## src/rtl/xoshiro256ss_ranged_rng_core_macros.svh

```systemverilog
// assertion macros for the ranged xoshiro256** generator core
// expects clk and rst_n in the scope where the macros are used
`ifndef XOSHIRO256SS_RANGED_RNG_CORE_MACROS_SVH
`define XOSHIRO256SS_RANGED_RNG_CORE_MACROS_SVH

// consequent must hold in the same cycle as the antecedent
`define XRR_ASSERT_NOW(label, ante, cons, msg) \
    label: assert property (@(posedge clk) disable iff (!rst_n) (ante) |-> (cons)) \
        else $error(msg);

// consequent must hold in the cycle after the antecedent
`define XRR_ASSERT_NEXT(label, ante, cons, msg) \
    label: assert property (@(posedge clk) disable iff (!rst_n) (ante) |=> (cons)) \
        else $error(msg);

`endif

```

## src/rtl/xrr_pkg.sv

```systemverilog
// shared constants, command/status types and helpers of the rng core
// no dependencies
`default_nettype none

package xrr_pkg;

    localparam int WORD_W    = 64;
    localparam int HALF_W    = WORD_W / 2;
    localparam int NUM_WORDS = 4;
    localparam int IDX_W     = $clog2(NUM_WORDS);

    // generator words after reset
    localparam logic [WORD_W-1:0] RNG_INIT0 = 64'h853c49e6748fea9b;
    localparam logic [WORD_W-1:0] RNG_INIT1 = 64'hda3e39cb94b95bdb;
    localparam logic [WORD_W-1:0] RNG_INIT2 = 64'h647c4677a2884327;
    localparam logic [WORD_W-1:0] RNG_INIT3 = 64'hc3f5015f73e1f6f4;

    // splitmix64 constants
    localparam logic [WORD_W-1:0] SM_GAMMA = 64'h9e3779b97f4a7c15;
    localparam logic [WORD_W-1:0] SM_MUL1  = 64'hbf58476d1ce4e5b9;
    localparam logic [WORD_W-1:0] SM_MUL2  = 64'h94d049bb133111eb;

    // xoshiro256** constants
    localparam int XS_SHIFT   = 17;
    localparam int XS_ROT     = 45;
    localparam int SS_ROT     = 7;
    localparam int FRAC_SHIFT = 11;

    // remainder divider: one quotient bit per cycle
    localparam int DIV_STEPS = WORD_W;
    localparam int DIV_CNT_W = $clog2(DIV_STEPS + 1);

    // low-half multiplier: three 32x32 partial products plus drain
    localparam int MUL_CNT_W = 3;
    localparam logic [MUL_CNT_W-1:0] MUL_FIRST = 3'd1;
    localparam logic [MUL_CNT_W-1:0] MUL_HI_B  = 3'd2;
    localparam logic [MUL_CNT_W-1:0] MUL_LAST  = 3'd4;

    localparam logic [IDX_W-1:0] SEED_LAST = IDX_W'(NUM_WORDS - 1);

    typedef enum logic [1:0] {
        ACT_SEED = 2'd0,
        ACT_INT  = 2'd1,
        ACT_FRAC = 2'd2,
        ACT_NONE = 2'd3
    } action_t;

    typedef enum logic {
        MUL_SEL_1 = 1'b0,
        MUL_SEL_2 = 1'b1
    } mul_sel_t;

    typedef enum logic {
        DIV_LIMIT = 1'b0,
        DIV_REM   = 1'b1
    } div_sel_t;

    // controller to datapath
    typedef struct packed {
        logic     load;
        logic     seed_step;
        logic     mul_start;
        mul_sel_t mul_sel;
        logic     z_mix;
        logic     seed_store;
        logic     div_start;
        div_sel_t div_sel;
        logic     limit_load;
        logic     draw;
        logic     out_load;
    } cmd_t;

    // datapath to controller
    typedef struct packed {
        action_t action;
        logic    bad_bound;
        logic    idx_last;
        logic    mul_busy;
        logic    div_busy;
        logic    below_limit;
        logic    out_free;
    } status_t;

    function automatic logic [WORD_W-1:0] rotl64(input logic [WORD_W-1:0] v, input int k);
        return (v << k) | (v >> (WORD_W - k));
    endfunction

endpackage

`default_nettype wire

```

## src/rtl/xrr_if.sv

```systemverilog
// request and response channel interfaces of the rng core
// no dependencies
`default_nettype none

interface xrr_req_if;
    logic        valid;
    logic        ready;
    logic [1:0]  action;
    logic [63:0] operand;

    modport source (output valid, output action, output operand, input ready);
    modport sink   (input valid, input action, input operand, output ready);
endinterface

interface xrr_rsp_if;
    logic        valid;
    logic        ready;
    logic [63:0] value;
    logic        error;

    modport source (output valid, output value, output error, input ready);
    modport sink   (input valid, input value, input error, output ready);
endinterface

`default_nettype wire

```

## src/rtl/xrr_div.sv

```systemverilog
// 64-bit restoring remainder unit, one quotient bit per cycle
// depends on xrr_pkg
`default_nettype none

module xrr_div import xrr_pkg::*;
(
    input  wire logic              clk,
    input  wire logic              rst_n,
    input  wire logic              start,
    input  wire logic [WORD_W-1:0] dividend,
    input  wire logic [WORD_W-1:0] divisor,
    output logic                   busy,
    output logic [WORD_W-1:0]      rem
);

    logic [DIV_CNT_W-1:0] cnt_reg;
    logic [WORD_W-1:0]    rem_reg;
    logic [WORD_W-1:0]    dvd_reg;
    logic [WORD_W-1:0]    dsr_reg;
    logic [WORD_W:0]      shifted;
    logic [WORD_W:0]      diff;
    logic [WORD_W-1:0]    rem_next;

    // shift in the next dividend bit, subtract when it fits
    always_comb
    begin
        shifted  = {rem_reg, dvd_reg[WORD_W-1]};
        diff     = shifted - {1'b0, dsr_reg};
        rem_next = diff[WORD_W] ? shifted[WORD_W-1:0] : diff[WORD_W-1:0];
    end

    // step counter
    always_ff @(posedge clk or negedge rst_n)
    begin
        if (!rst_n)
        begin
            cnt_reg <= '0;
        end
        else if (start)
        begin
            cnt_reg <= DIV_CNT_W'(DIV_STEPS);
        end
        else if (cnt_reg != '0)
        begin
            cnt_reg <= cnt_reg - 1'b1;
        end
    end

    // operand and partial remainder
    always_ff @(posedge clk)
    begin
        if (start)
        begin
            rem_reg <= '0;
            dvd_reg <= dividend;
            dsr_reg <= divisor;
        end
        else if (cnt_reg != '0)
        begin
            rem_reg <= rem_next;
            dvd_reg <= dvd_reg << 1;
        end
    end

    assign busy = (cnt_reg != '0);
    assign rem  = rem_reg;

endmodule

`default_nettype wire

```

## src/rtl/xrr_datapath.sv

```systemverilog
// generator state, splitmix multiplier, draw logic and result register
// depends on xrr_pkg and xrr_div
`default_nettype none

module xrr_datapath import xrr_pkg::*;
(
    input  wire logic              clk,
    input  wire logic              rst_n,
    input  wire cmd_t              cmd,
    output status_t                status,
    input  wire logic [1:0]        req_action,
    input  wire logic [WORD_W-1:0] req_operand,
    output logic                   rsp_valid,
    input  wire logic              rsp_ready,
    output logic [WORD_W-1:0]      rsp_value,
    output logic                   rsp_error
);

    action_t              action_reg;
    logic [WORD_W-1:0]    operand_reg;
    logic [WORD_W-1:0]    acc_reg;
    logic [WORD_W-1:0]    z_reg;
    logic [WORD_W-1:0]    word_reg [NUM_WORDS];
    logic [IDX_W-1:0]     idx_reg;
    logic [WORD_W-1:0]    limit_reg;
    logic [WORD_W-1:0]    draw_reg;
    logic [MUL_CNT_W-1:0] mul_cnt_reg;
    mul_sel_t             mul_sel_reg;
    logic [WORD_W-1:0]    prod_reg;
    logic [WORD_W-1:0]    macc_reg;
    logic                 rsp_valid_reg;
    logic [WORD_W-1:0]    value_reg;
    logic                 error_reg;

    logic [WORD_W-1:0]    acc_sum;
    logic [WORD_W-1:0]    mul_b;
    logic [HALF_W-1:0]    mul_x;
    logic [HALF_W-1:0]    mul_y;
    logic [WORD_W-1:0]    prod_next;
    logic [WORD_W-1:0]    t2;
    logic [WORD_W-1:0]    t3;
    logic [WORD_W-1:0]    m5;
    logic [WORD_W-1:0]    m5_rot;
    logic [WORD_W-1:0]    draw_next;
    logic [WORD_W-1:0]    div_dvd;
    logic                 div_busy;
    logic [WORD_W-1:0]    div_rem;
    logic                 bad_bound;
    logic                 out_free;
    logic [WORD_W-1:0]    out_value;

    assign bad_bound = (operand_reg == '0) || operand_reg[WORD_W-1];
    assign out_free  = !rsp_valid_reg || rsp_ready;

    // request capture
    always_ff @(posedge clk)
    begin
        if (cmd.load)
        begin
            action_reg  <= action_t'(req_action);
            operand_reg <= req_operand;
        end
    end

    // splitmix64 accumulator and mix word
    assign acc_sum = acc_reg + SM_GAMMA;

    always_ff @(posedge clk)
    begin
        if (cmd.load)
        begin
            acc_reg <= req_operand;
        end
        else if (cmd.seed_step)
        begin
            acc_reg <= acc_sum;
        end

        if (cmd.seed_step)
        begin
            z_reg <= acc_sum ^ (acc_sum >> 30);
        end
        else if (cmd.z_mix)
        begin
            z_reg <= macc_reg ^ (macc_reg >> 27);
        end
    end

    // low 64 bits of z times constant from three 32x32 partial products
    always_comb
    begin
        mul_b = (mul_sel_reg == MUL_SEL_1) ? SM_MUL1 : SM_MUL2;
        case (mul_cnt_reg)
            MUL_FIRST:
            begin
                mul_x = z_reg[HALF_W-1:0];
                mul_y = mul_b[HALF_W-1:0];
            end
            MUL_HI_B:
            begin
                mul_x = z_reg[HALF_W-1:0];
                mul_y = mul_b[WORD_W-1:HALF_W];
            end
            default:
            begin
                mul_x = z_reg[WORD_W-1:HALF_W];
                mul_y = mul_b[HALF_W-1:0];
            end
        endcase
        prod_next = {{HALF_W{1'b0}}, mul_x} * {{HALF_W{1'b0}}, mul_y};
    end

    always_ff @(posedge clk or negedge rst_n)
    begin
        if (!rst_n)
        begin
            mul_cnt_reg <= '0;
        end
        else if (cmd.mul_start)
        begin
            mul_cnt_reg <= MUL_FIRST;
        end
        else if (mul_cnt_reg == MUL_LAST)
        begin
            mul_cnt_reg <= '0;
        end
        else if (mul_cnt_reg != '0)
        begin
            mul_cnt_reg <= mul_cnt_reg + 1'b1;
        end
    end

    always_ff @(posedge clk)
    begin
        if (cmd.mul_start)
        begin
            mul_sel_reg <= cmd.mul_sel;
        end
        if (mul_cnt_reg != '0)
        begin
            prod_reg <= prod_next;
            if (mul_cnt_reg == MUL_HI_B)
            begin
                macc_reg <= prod_reg;
            end
            else if (mul_cnt_reg != MUL_FIRST)
            begin
                macc_reg <= macc_reg + {prod_reg[HALF_W-1:0], {HALF_W{1'b0}}};
            end
        end
    end

    // xoshiro256** output word
    always_comb
    begin
        t2        = word_reg[2] ^ word_reg[0];
        t3        = word_reg[3] ^ word_reg[1];
        m5        = word_reg[1] + (word_reg[1] << 2);
        m5_rot    = rotl64(m5, SS_ROT);
        draw_next = m5_rot + (m5_rot << 3);
    end

    // generator words: state advance on a draw, splitmix fill on seed
    always_ff @(posedge clk or negedge rst_n)
    begin
        if (!rst_n)
        begin
            word_reg[0] <= RNG_INIT0;
            word_reg[1] <= RNG_INIT1;
            word_reg[2] <= RNG_INIT2;
            word_reg[3] <= RNG_INIT3;
            idx_reg     <= '0;
        end
        else
        begin
            if (cmd.draw)
            begin
                word_reg[0] <= word_reg[0] ^ t3;
                word_reg[1] <= word_reg[1] ^ t2;
                word_reg[2] <= t2 ^ (word_reg[1] << XS_SHIFT);
                word_reg[3] <= rotl64(t3, XS_ROT);
            end
            else if (cmd.seed_store)
            begin
                word_reg[idx_reg] <= macc_reg ^ (macc_reg >> 31);
            end

            if (cmd.load)
            begin
                idx_reg <= '0;
            end
            else if (cmd.seed_store)
            begin
                idx_reg <= idx_reg + 1'b1;
            end
        end
    end

    always_ff @(posedge clk)
    begin
        if (cmd.draw)
        begin
            draw_reg <= draw_next;
        end
        if (cmd.limit_load)
        begin
            limit_reg <= div_rem;
        end
    end

    // remainder unit: threshold (2^64 - n) mod n, then draw mod n
    assign div_dvd = (cmd.div_sel == DIV_LIMIT) ? ('0 - operand_reg) : draw_reg;

    xrr_div u_div
    (
        .clk      (clk),
        .rst_n    (rst_n),
        .start    (cmd.div_start),
        .dividend (div_dvd),
        .divisor  (operand_reg),
        .busy     (div_busy),
        .rem      (div_rem)
    );

    // result selection
    always_comb
    begin
        case (action_reg)
            ACT_SEED: out_value = operand_reg;
            ACT_INT:  out_value = bad_bound ? '0 : div_rem;
            ACT_FRAC: out_value = draw_reg >> FRAC_SHIFT;
            default:  out_value = '0;
        endcase
    end

    // output register
    always_ff @(posedge clk or negedge rst_n)
    begin
        if (!rst_n)
        begin
            rsp_valid_reg <= 1'b0;
        end
        else if (cmd.out_load)
        begin
            rsp_valid_reg <= 1'b1;
        end
        else if (rsp_ready)
        begin
            rsp_valid_reg <= 1'b0;
        end
    end

    always_ff @(posedge clk)
    begin
        if (cmd.out_load)
        begin
            value_reg <= out_value;
            error_reg <= (action_reg == ACT_INT) && bad_bound;
        end
    end

    assign rsp_valid = rsp_valid_reg;
    assign rsp_value = value_reg;
    assign rsp_error = error_reg;

    // status back to the controller
    always_comb
    begin
        status             = '0;
        status.action      = action_reg;
        status.bad_bound   = bad_bound;
        status.idx_last    = (idx_reg == SEED_LAST);
        status.mul_busy    = (mul_cnt_reg != '0);
        status.div_busy    = div_busy;
        status.below_limit = (draw_reg < limit_reg);
        status.out_free    = out_free;
    end

endmodule

`default_nettype wire

```

## src/rtl/xrr_ctrl.sv

```systemverilog
// sequencing state machine of the rng core
// depends on xrr_pkg
`default_nettype none

module xrr_ctrl import xrr_pkg::*;
(
    input  wire logic    clk,
    input  wire logic    rst_n,
    input  wire logic    req_valid,
    output logic         req_ready,
    input  wire status_t status,
    output cmd_t         cmd
);

    typedef enum logic [13:0] {
        S_IDLE       = 14'b00000000000001,
        S_DISPATCH   = 14'b00000000000010,
        S_SEED_ADD   = 14'b00000000000100,
        S_SEED_M1    = 14'b00000000001000,
        S_SEED_W1    = 14'b00000000010000,
        S_SEED_M2    = 14'b00000000100000,
        S_SEED_W2    = 14'b00000001000000,
        S_LIMIT      = 14'b00000010000000,
        S_LIMIT_WAIT = 14'b00000100000000,
        S_DRAW_INT   = 14'b00001000000000,
        S_CHECK      = 14'b00010000000000,
        S_REM_WAIT   = 14'b00100000000000,
        S_DRAW_FRAC  = 14'b01000000000000,
        S_FINISH     = 14'b10000000000000
    } state_t;

    state_t state_reg;
    state_t state_next;

    always_ff @(posedge clk or negedge rst_n)
    begin
        if (!rst_n)
        begin
            state_reg <= S_IDLE;
        end
        else
        begin
            state_reg <= state_next;
        end
    end

    // next state and datapath commands
    always_comb
    begin
        state_next = state_reg;
        cmd        = '0;
        req_ready  = 1'b0;
        case (state_reg)
            S_IDLE:
            begin
                req_ready = 1'b1;
                if (req_valid)
                begin
                    cmd.load   = 1'b1;
                    state_next = S_DISPATCH;
                end
            end
            S_DISPATCH:
            begin
                case (status.action)
                    ACT_SEED: state_next = S_SEED_ADD;
                    ACT_INT:
                    begin
                        if (status.bad_bound)
                        begin
                            state_next = S_FINISH;
                        end
                        else
                        begin
                            state_next = S_LIMIT;
                        end
                    end
                    ACT_FRAC: state_next = S_DRAW_FRAC;
                    default:  state_next = S_FINISH;
                endcase
            end
            S_SEED_ADD:
            begin
                cmd.seed_step = 1'b1;
                state_next    = S_SEED_M1;
            end
            S_SEED_M1:
            begin
                cmd.mul_start = 1'b1;
                cmd.mul_sel   = MUL_SEL_1;
                state_next    = S_SEED_W1;
            end
            S_SEED_W1:
            begin
                if (!status.mul_busy)
                begin
                    cmd.z_mix  = 1'b1;
                    state_next = S_SEED_M2;
                end
            end
            S_SEED_M2:
            begin
                cmd.mul_start = 1'b1;
                cmd.mul_sel   = MUL_SEL_2;
                state_next    = S_SEED_W2;
            end
            S_SEED_W2:
            begin
                if (!status.mul_busy)
                begin
                    cmd.seed_store = 1'b1;
                    state_next     = status.idx_last ? S_FINISH : S_SEED_ADD;
                end
            end
            S_LIMIT:
            begin
                cmd.div_start = 1'b1;
                cmd.div_sel   = DIV_LIMIT;
                state_next    = S_LIMIT_WAIT;
            end
            S_LIMIT_WAIT:
            begin
                if (!status.div_busy)
                begin
                    cmd.limit_load = 1'b1;
                    state_next     = S_DRAW_INT;
                end
            end
            S_DRAW_INT:
            begin
                cmd.draw   = 1'b1;
                state_next = S_CHECK;
            end
            S_CHECK:
            begin
                // redraw while the word falls below the threshold
                if (status.below_limit)
                begin
                    state_next = S_DRAW_INT;
                end
                else
                begin
                    cmd.div_start = 1'b1;
                    cmd.div_sel   = DIV_REM;
                    state_next    = S_REM_WAIT;
                end
            end
            S_REM_WAIT:
            begin
                if (!status.div_busy)
                begin
                    state_next = S_FINISH;
                end
            end
            S_DRAW_FRAC:
            begin
                cmd.draw   = 1'b1;
                state_next = S_FINISH;
            end
            S_FINISH:
            begin
                if (status.out_free)
                begin
                    cmd.out_load = 1'b1;
                    state_next   = S_IDLE;
                end
            end
            default:
            begin
                state_next = S_IDLE;
            end
        endcase
    end

endmodule

`default_nettype wire

```

## src/rtl/xoshiro256ss_ranged_rng_core.sv

```systemverilog
// Ranged xoshiro256** generator core: one request item at a time, one result item each.
// Seed work is bound by the multiplier, two products per state word; a fraction takes one draw;
// an integer runs two bit-serial remainders plus a redraw per rejected draw; a bad bound skips them.
// Throughput: next item accepted once the previous one has reached the output register.
// Reset: generator words take their fixed initial constants at once; no clearing pass.
// Depends on xrr_pkg, xrr_if, xrr_ctrl, xrr_datapath and the assertion macro header.
`default_nettype none
`include "xoshiro256ss_ranged_rng_core_macros.svh"

module xoshiro256ss_ranged_rng_core import xrr_pkg::*;
(
    input  wire logic clk,
    input  wire logic rst_n,
    xrr_req_if.sink   req,
    xrr_rsp_if.source rsp
);

    cmd_t    cmd;
    status_t status;

    // sequencer
    xrr_ctrl u_ctrl
    (
        .clk       (clk),
        .rst_n     (rst_n),
        .req_valid (req.valid),
        .req_ready (req.ready),
        .status    (status),
        .cmd       (cmd)
    );

    // state, arithmetic and result register
    xrr_datapath u_datapath
    (
        .clk         (clk),
        .rst_n       (rst_n),
        .cmd         (cmd),
        .status      (status),
        .req_action  (req.action),
        .req_operand (req.operand),
        .rsp_valid   (rsp.valid),
        .rsp_ready   (rsp.ready),
        .rsp_value   (rsp.value),
        .rsp_error   (rsp.error)
    );

    // checks on the controller and datapath handoff
    `XRR_ASSERT_NOW(a_mul_start_idle, cmd.mul_start, !status.mul_busy, "multiplier restarted while busy")
    `XRR_ASSERT_NOW(a_div_start_idle, cmd.div_start, !status.div_busy, "divider restarted while busy")
    `XRR_ASSERT_NOW(a_out_load_free, cmd.out_load, status.out_free, "result overwrote a pending item")
    `XRR_ASSERT_NEXT(a_rsp_drain, rsp.valid && rsp.ready && !cmd.out_load, !rsp.valid, "taken item repeated")

endmodule

`default_nettype wire

```

## src/flat_wrapper.sv

```systemverilog
// flat-port wrapper written by rule: the top's interface ports become plain ports
module xoshiro256ss_ranged_rng_core_flat import xrr_pkg::*;
  (clk, rst_n, req_valid, req_action, req_operand, req_ready, rsp_valid, rsp_value, rsp_error, rsp_ready);
  xrr_req_if req_i ();
  xrr_rsp_if rsp_i ();
  input  wire logic clk;
  input  wire logic rst_n;
  input wire logic [$bits(req_i.valid)-1:0] req_valid;
  input wire logic [$bits(req_i.action)-1:0] req_action;
  input wire logic [$bits(req_i.operand)-1:0] req_operand;
  output wire logic [$bits(req_i.ready)-1:0] req_ready;
  output wire logic [$bits(rsp_i.valid)-1:0] rsp_valid;
  output wire logic [$bits(rsp_i.value)-1:0] rsp_value;
  output wire logic [$bits(rsp_i.error)-1:0] rsp_error;
  input wire logic [$bits(rsp_i.ready)-1:0] rsp_ready;
  assign req_i.valid = req_valid;
  assign req_i.action = req_action;
  assign req_i.operand = req_operand;
  assign req_ready = req_i.ready;
  assign rsp_valid = rsp_i.valid;
  assign rsp_value = rsp_i.value;
  assign rsp_error = rsp_i.error;
  assign rsp_i.ready = rsp_ready;
  xoshiro256ss_ranged_rng_core u_core (.clk(clk), .rst_n(rst_n), .req(req_i), .rsp(rsp_i));
endmodule
```

## config.mk

```make
export PLATFORM = sky130hd
export DESIGN_NAME = xoshiro256ss_ranged_rng_core_flat
export DESIGN_NICKNAME = d
export VERILOG_FILES = /design/src/rtl/xrr_pkg.sv /design/src/rtl/xrr_if.sv /design/src/rtl/xrr_div.sv /design/src/rtl/xrr_datapath.sv /design/src/rtl/xrr_ctrl.sv /design/src/rtl/xoshiro256ss_ranged_rng_core.sv /design/src/flat_wrapper.sv
export VERILOG_INCLUDE_DIRS = /design/src /design/src/rtl
export SDC_FILE = /design/constraint.sdc
export NUM_CORES = 2
export LEC_CHECK = 0
export ABC_AREA = 1
export BUFFER_PORTS_ARGS = -buffer_cell sky130_fd_sc_hd__buf_2
export CORE_MARGIN = 10
export CORE_UTILIZATION = 45
export CTS_CLUSTER_DIAMETER = 40
export CTS_CLUSTER_SIZE = 8
export DETAILED_ROUTE_END_ITERATION = 7
export SYNTH_ARGS = -nofsm -noshare
export SYNTH_HDL_FRONTEND = slang
export SYNTH_SLANG_ARGS = --single-unit
export TNS_END_PERCENT = 100
```

## constraint.sdc

```tcl
create_clock -name clk -period 11.4 [get_ports clk]
set_input_delay 0.57 -clock clk [delete_from_list [all_inputs] [get_ports clk]]
set_output_delay 0.57 -clock clk [all_outputs]
set_load 0.01 [all_outputs]
```

# Word-level counts from Yosys, hierarchy flattened
# Index checks and enable logic that the tools add are counted.
# classes
add_sub_neg	9
multipliers	1
n_lt_le_gt_ge	3
eq_ne	27
n_mux	55
bitwise	11
n_reduce_logical	21
# ops
cell	n
$mux W64	12
$mux W256	2
$xor A64 B64 Y64	5
$bwmux W256	1
$pmux W14 S14	1
$add A64 B64 Y64	3
$pmux W64 S3	1
$demux W64 S2	1
$mux W14	8
$sub A65 B64 Y65	1
$add A64 B64 Y64 const B	1
$logic_not A64 Y1	1
$lt A64 B64 Y1	1
$mul A32 B32 Y64	1
$mux W32	2
$or A64 B45 Y64	1
$or A64 B7 Y64	1
$sub A1 B64 Y64 const A	1
$xor A64 B33 Y64	1
$xor A64 B34 Y64	1
$xor A64 B37 Y64	1
$mux W62	1
$pmux W14 S3	1
$eq A14 B1 Y1 const B	1
other kinds (42)	77
# word_totals
regBits	991
in_bits	70
out_inout_bits	67
elab_cells	150

# Depth between registers and ports, before layout
# logic_depth
word_depth	8
ltp_mapped	41
mapped_depth_nobuf	40

# Cells and area by module
# From an unflattened synthesis, not the netlist that was laid out.
# unflattened
hier_cells	12682
hier_area_um2	98220.5
# by_module_without_submodules
module	n_inst	cells_each	area_per_inst_um2	seq_area_each_um2
xrr_datapath	1	10242	82739.4	22223.8
xrr_div	1	2282	14376.3	5300.1
xrr_ctrl	1	158	1104.8	351.6

# Worst setup path before layout
# No wires, ideal clock.
# synth_path
path_type	reg2reg
startpoint	register u_core.u_datapath.mul_cnt_reg[0]
endpoint	register u_core.u_datapath.prod_reg[52], data pin
setup_time_ns	0.258
arrival_ns	7.756
required_ns	11.142
path_slack_ns	3.386
path_stages_with_launch	32
path_buffers	2
synth_period_minus_slack_ns	8.014
cell_sequence	dfrtp_1 > inv_1 > ha_1 > o21ai_1 > inv_1 > clkbuf_1 > o21ai_0 > inv_1 > clkbuf_1 > nor2_1 > fa_1 > fa_1 > fa_1 > fa_1 > fa_1 > fa_1 > fa_1 > inv_1 > fa_1 > inv_1 > ha_1 > nand2_1 > nor2_1 > inv_1 > nor4_1 > nand3_1 > nand3_1 > nand2_1 > inv_1 > nor2_1 > nand2_1 > nand2_1
# synth_via
elab_chain_cells	4
word_cells_on_any_way	6
classes_between	mul: 1; eq/ne: 2; mux: 2; reduce/logical: 1
# synth_lines
item	line_no	text
from (decl)	xrr_datapath.sv:27	logic [MUL_CNT_W-1:0] mul_cnt_reg;
from (signal assigned)	xrr_datapath.sv:129	mul_cnt_reg <= mul_cnt_reg + 1'b1;
$eq A3 B2 Y1 or $eq A3 B1 Y1 (tied branches)	xrr_datapath.sv:93	case (mul_cnt_reg)
$reduce_or A2 Y1 (no line)	n/a	
$mux W32	xrr_datapath.sv:93	
$mul A32 B32 Y64 *	xrr_datapath.sv:110	prod_next = {{HALF_W{1'b0}}, mul_x} * {{HALF_W{1'b0}}, mul_y};
via u_core.u_datapath.prod_next[52]	xrr_datapath.sv:39	logic [WORD_W-1:0] prod_next;
to (signal assigned)	xrr_datapath.sv:141	prod_reg <= prod_next;
to (decl)	xrr_datapath.sv:29	logic [WORD_W-1:0] prod_reg;
# The timed path passes the listed nets; every way through them passes the cells marked *.
# A chain may end at the register's enable or synchronous reset.

# Worst setup path after layout
# layout_path
startpoint	register u_core.u_datapath.mul_cnt_reg[0]
endpoint	register u_core.u_datapath.prod_reg[54], data pin
# The elaborated chain is that of the path after synthesis.

==> qor.yml <==
die:
  die_w_um: 486
  boundaryPins: 137
  core_um2: 215000
  die_h_um: 486
  die-area_um2: 236000
  initial_utilization_pct: 45.4
  rows: 170
worst_hold_path:
  hold_path_end: "u_core.u_datapath.operand_reg[46]$_DFFE_PP_"
  min_from: "req_operand[46]"
  hold_class: "primary input to register"
  hold_depth: 1
sta:
  finalSetupViolations: 0
  drv_slew: 0
  max_freq_ghz: 0.0980
  hold_viol: 0
  skew_ns: 0.0554
  max-slew-margin-rel_pct: 17.3
  tightest_slew_ns: 1.23
  period_share_pct: 89.5
  setup_tns_ns: 0
  fin_crit_ns: 10.21
  rsz0062_at_grt: "false"
synthesis:
  synthSimpleGateAreaFrac_pct: 22.1
  synth_enable_flop_cells: 644
  ys_ff_latch: 991
  synth_fa_ha_area_share_pct: 24.7
  synth-xor-area-share_pct: 5.15
  synth_area_leaders: "edfxtp_1, fa_1, nand2_1"
  yosys.area.top_type_share_pct: 19.8
  synth_top_family_by_area: "adder cells"
  netlist.top_cell.by_area: "edfxtp_1"
  syn_area_per_cell_um2: 7.83
  synth_area_um2: 97700
  yosysMostFrequentCell: "nand2_1"
  synthTopCellsByCount: "nand2_1, inv_1, nor2_1"
  async_flop_share_pct: 28.6
  synth_warnings: 0
  seq_area_frac_synth_pct: 28.5
  synth_compound_area_share_pct: 8.73
  synth.distinct_cells: 60
  synth_nets: 14000
  muxShareOfSynthArea_pct: 0.219
  netlist_instances: 12500
  ys.flop_type: "edfxtp_1"
global_route:
  antenna_found_initial: 10
  grt_pass1_vias: 89500
  grt.overflow.total: 0
  grt_pass1_wl_um: 624000
  grt_use_total_pct: 36.1
  grtUsageMet3_pct: 5.20
  use_met1_pct: 41.6
  busiest_layer: "met2"
  grt_max_degree: 172
  gr-usage-met2_pct: 61.6
placed_design:
  io_buffers: 136
  dp_hpwl_um: 356000
  gp_congestion: 1.06
critical_path:
  cp_max_fo: 19
  required_ns: 11.98
  crit_path_start_kind: "register"
  crit_path_max_incr_delay_ns: 0.83
  r2r_setup_slack_ns: 1.19
  cp-end-kind: "register"
  rr_worst_depth: 33
  r2r_start: "u_core.u_datapath.mul_cnt_reg[0]$_DFFE_PN0P_"
  slowest_stage: "o21ai_1"
  crit_arrival_ns: 10.79
  path_class: "register to register"
  worstReg2RegEnd: "u_core.u_datapath.prod_reg[54]$_DFFE_PP_"
route:
  drt_iter0_markers: 9079
  vias: 88400
  first_pass_iters: 8
  avgRoutedWirePerCell_um: 27.9
  drc: 3
  routed_wl_um: 435000
  via_per_inst: 5.67
  ant_nets: 0
clock_tree:
  clock_path_buffers: 3
  cts-root-buf: "clkbuf_16"
  clk_latency_ns: 0.84
  clock-sinks: 991
  ctsResizeCount: 0
  cts_buffers: 175
  tritoncts: "yes"
  post_cts_buffers: 0
  holdBufCountCts: 48
  htreeDepth: 4
  cts.clk_slew.worst_paths_ns: 0.05
cells_and_area:
  register_area_um2: 27900
  multiInputGateArea_um2: 59600
  fillers: 21300
  nets: 14100
  drive_above_1_share_pct: 6.10
  area_growth_pct: 10.3
  largest_reg_flops: 256
run:
  maxCapViolations: 0
outcome:
  status: "finished, violations left"
  violations: "design-rule violations"
layout make-up:
cell class,count,share of cell area (%)
clock buffers,250,4.43
multi-input cells,8777,55.3
inverters,2340,8.16
diodes,7,0.0163
flip-flops and latches,991,25.9
well taps,2838,3.30
clock inverters,67,0.829
repair buffers,317,2.06
cell families after synthesis:
family / Yosys count
buf+inv: 2704
simple gates: 5252
flops: 991
fa+ha+maj: 1447
xor+xnor: 574
mux: 19
compound gates: 1485
worst max path at each step:
stage	to	start	slack, ns
final	u_core.u_datapath.prod_reg[54]$_DFFE_PP_	u_core.u_datapath.mul_cnt_reg[0]$_DFFE_PN0P_	1.19
after CTS	u_core.u_datapath.prod_reg[54]$_DFFE_PP_	u_core.u_datapath.mul_cnt_reg[0]$_DFFE_PN0P_	1.30
after global placement	u_core.u_datapath.prod_reg[54]$_DFFE_PP_	u_core.u_datapath.mul_cnt_reg[0]$_DFFE_PN0P_	1.42
after global routing	u_core.u_datapath.prod_reg[54]$_DFFE_PP_	u_core.u_datapath.mul_cnt_reg[0]$_DFFE_PN0P_	0.67
after floorplan	u_core.u_datapath.prod_reg[52]$_DFFE_PP_	u_core.u_datapath.mul_cnt_reg[0]$_DFFE_PN0P_	3.39
after detailed placement	u_core.u_datapath.prod_reg[54]$_DFFE_PP_	u_core.u_datapath.mul_cnt_reg[0]$_DFFE_PN0P_	1.32
placed cells by master, fill, tap and decap left out, types with 139 or more instances in the layout:
| cell type | instances |
|---|---|
| dfstp_2 | 139 |
| clkbuf_16 | 177 |
| nand2_1 | 2543 |
| nor2_1 | 1522 |
| nand3_1 | 835 |
| o21ai_0 | 433 |
| inv_1 | 2314 |
| edfxtp_1 | 644 |
| fa_1 | 798 |
| xor2_1 | 351 |
| xnor2_1 | 223 |
| dfrtp_1 | 144 |
| a21oi_1 | 482 |
| a31oi_1 | 163 |
| ha_1 | 649 |
worst max-delay path: cells and delay by family, from the launching register on:
kind | cells | cell delay (ns)
compound gates | 2 | 0.99
fa+ha+maj | 10 | 4.84
buf+inv | 10 | 1.47
flops | 1 | 0.40
simple gates | 11 | 2.22
layer usage:
metal	vias to the layer above	wire length, um
li1	39900	-
met2	4091	208000
met5	-	66
met4	6	38300
met3	1177	28500
met1	43200	159000
per-stage QoR:
stage,setup slack (ns),cell area [um2],instances,hold WS (ns),util (%)
2_1_floorplan,3.39,97700,12500,0.274,-
3_5_place_dp,1.32,102000,15200,0.485,47.2
6_report,1.19,108000,15600,0.0323,50.0
4_1_cts,1.30,108000,15600,0.000401,50.0
3_3_place_gp,1.42,102000,15200,0.478,47.2
5_1_grt,0.673,108000,15600,0.00443,50.0
Power is left out: the tool's default activity adds up to more than one toggle a clock period on the data nets, which glitch-free logic cannot reach.
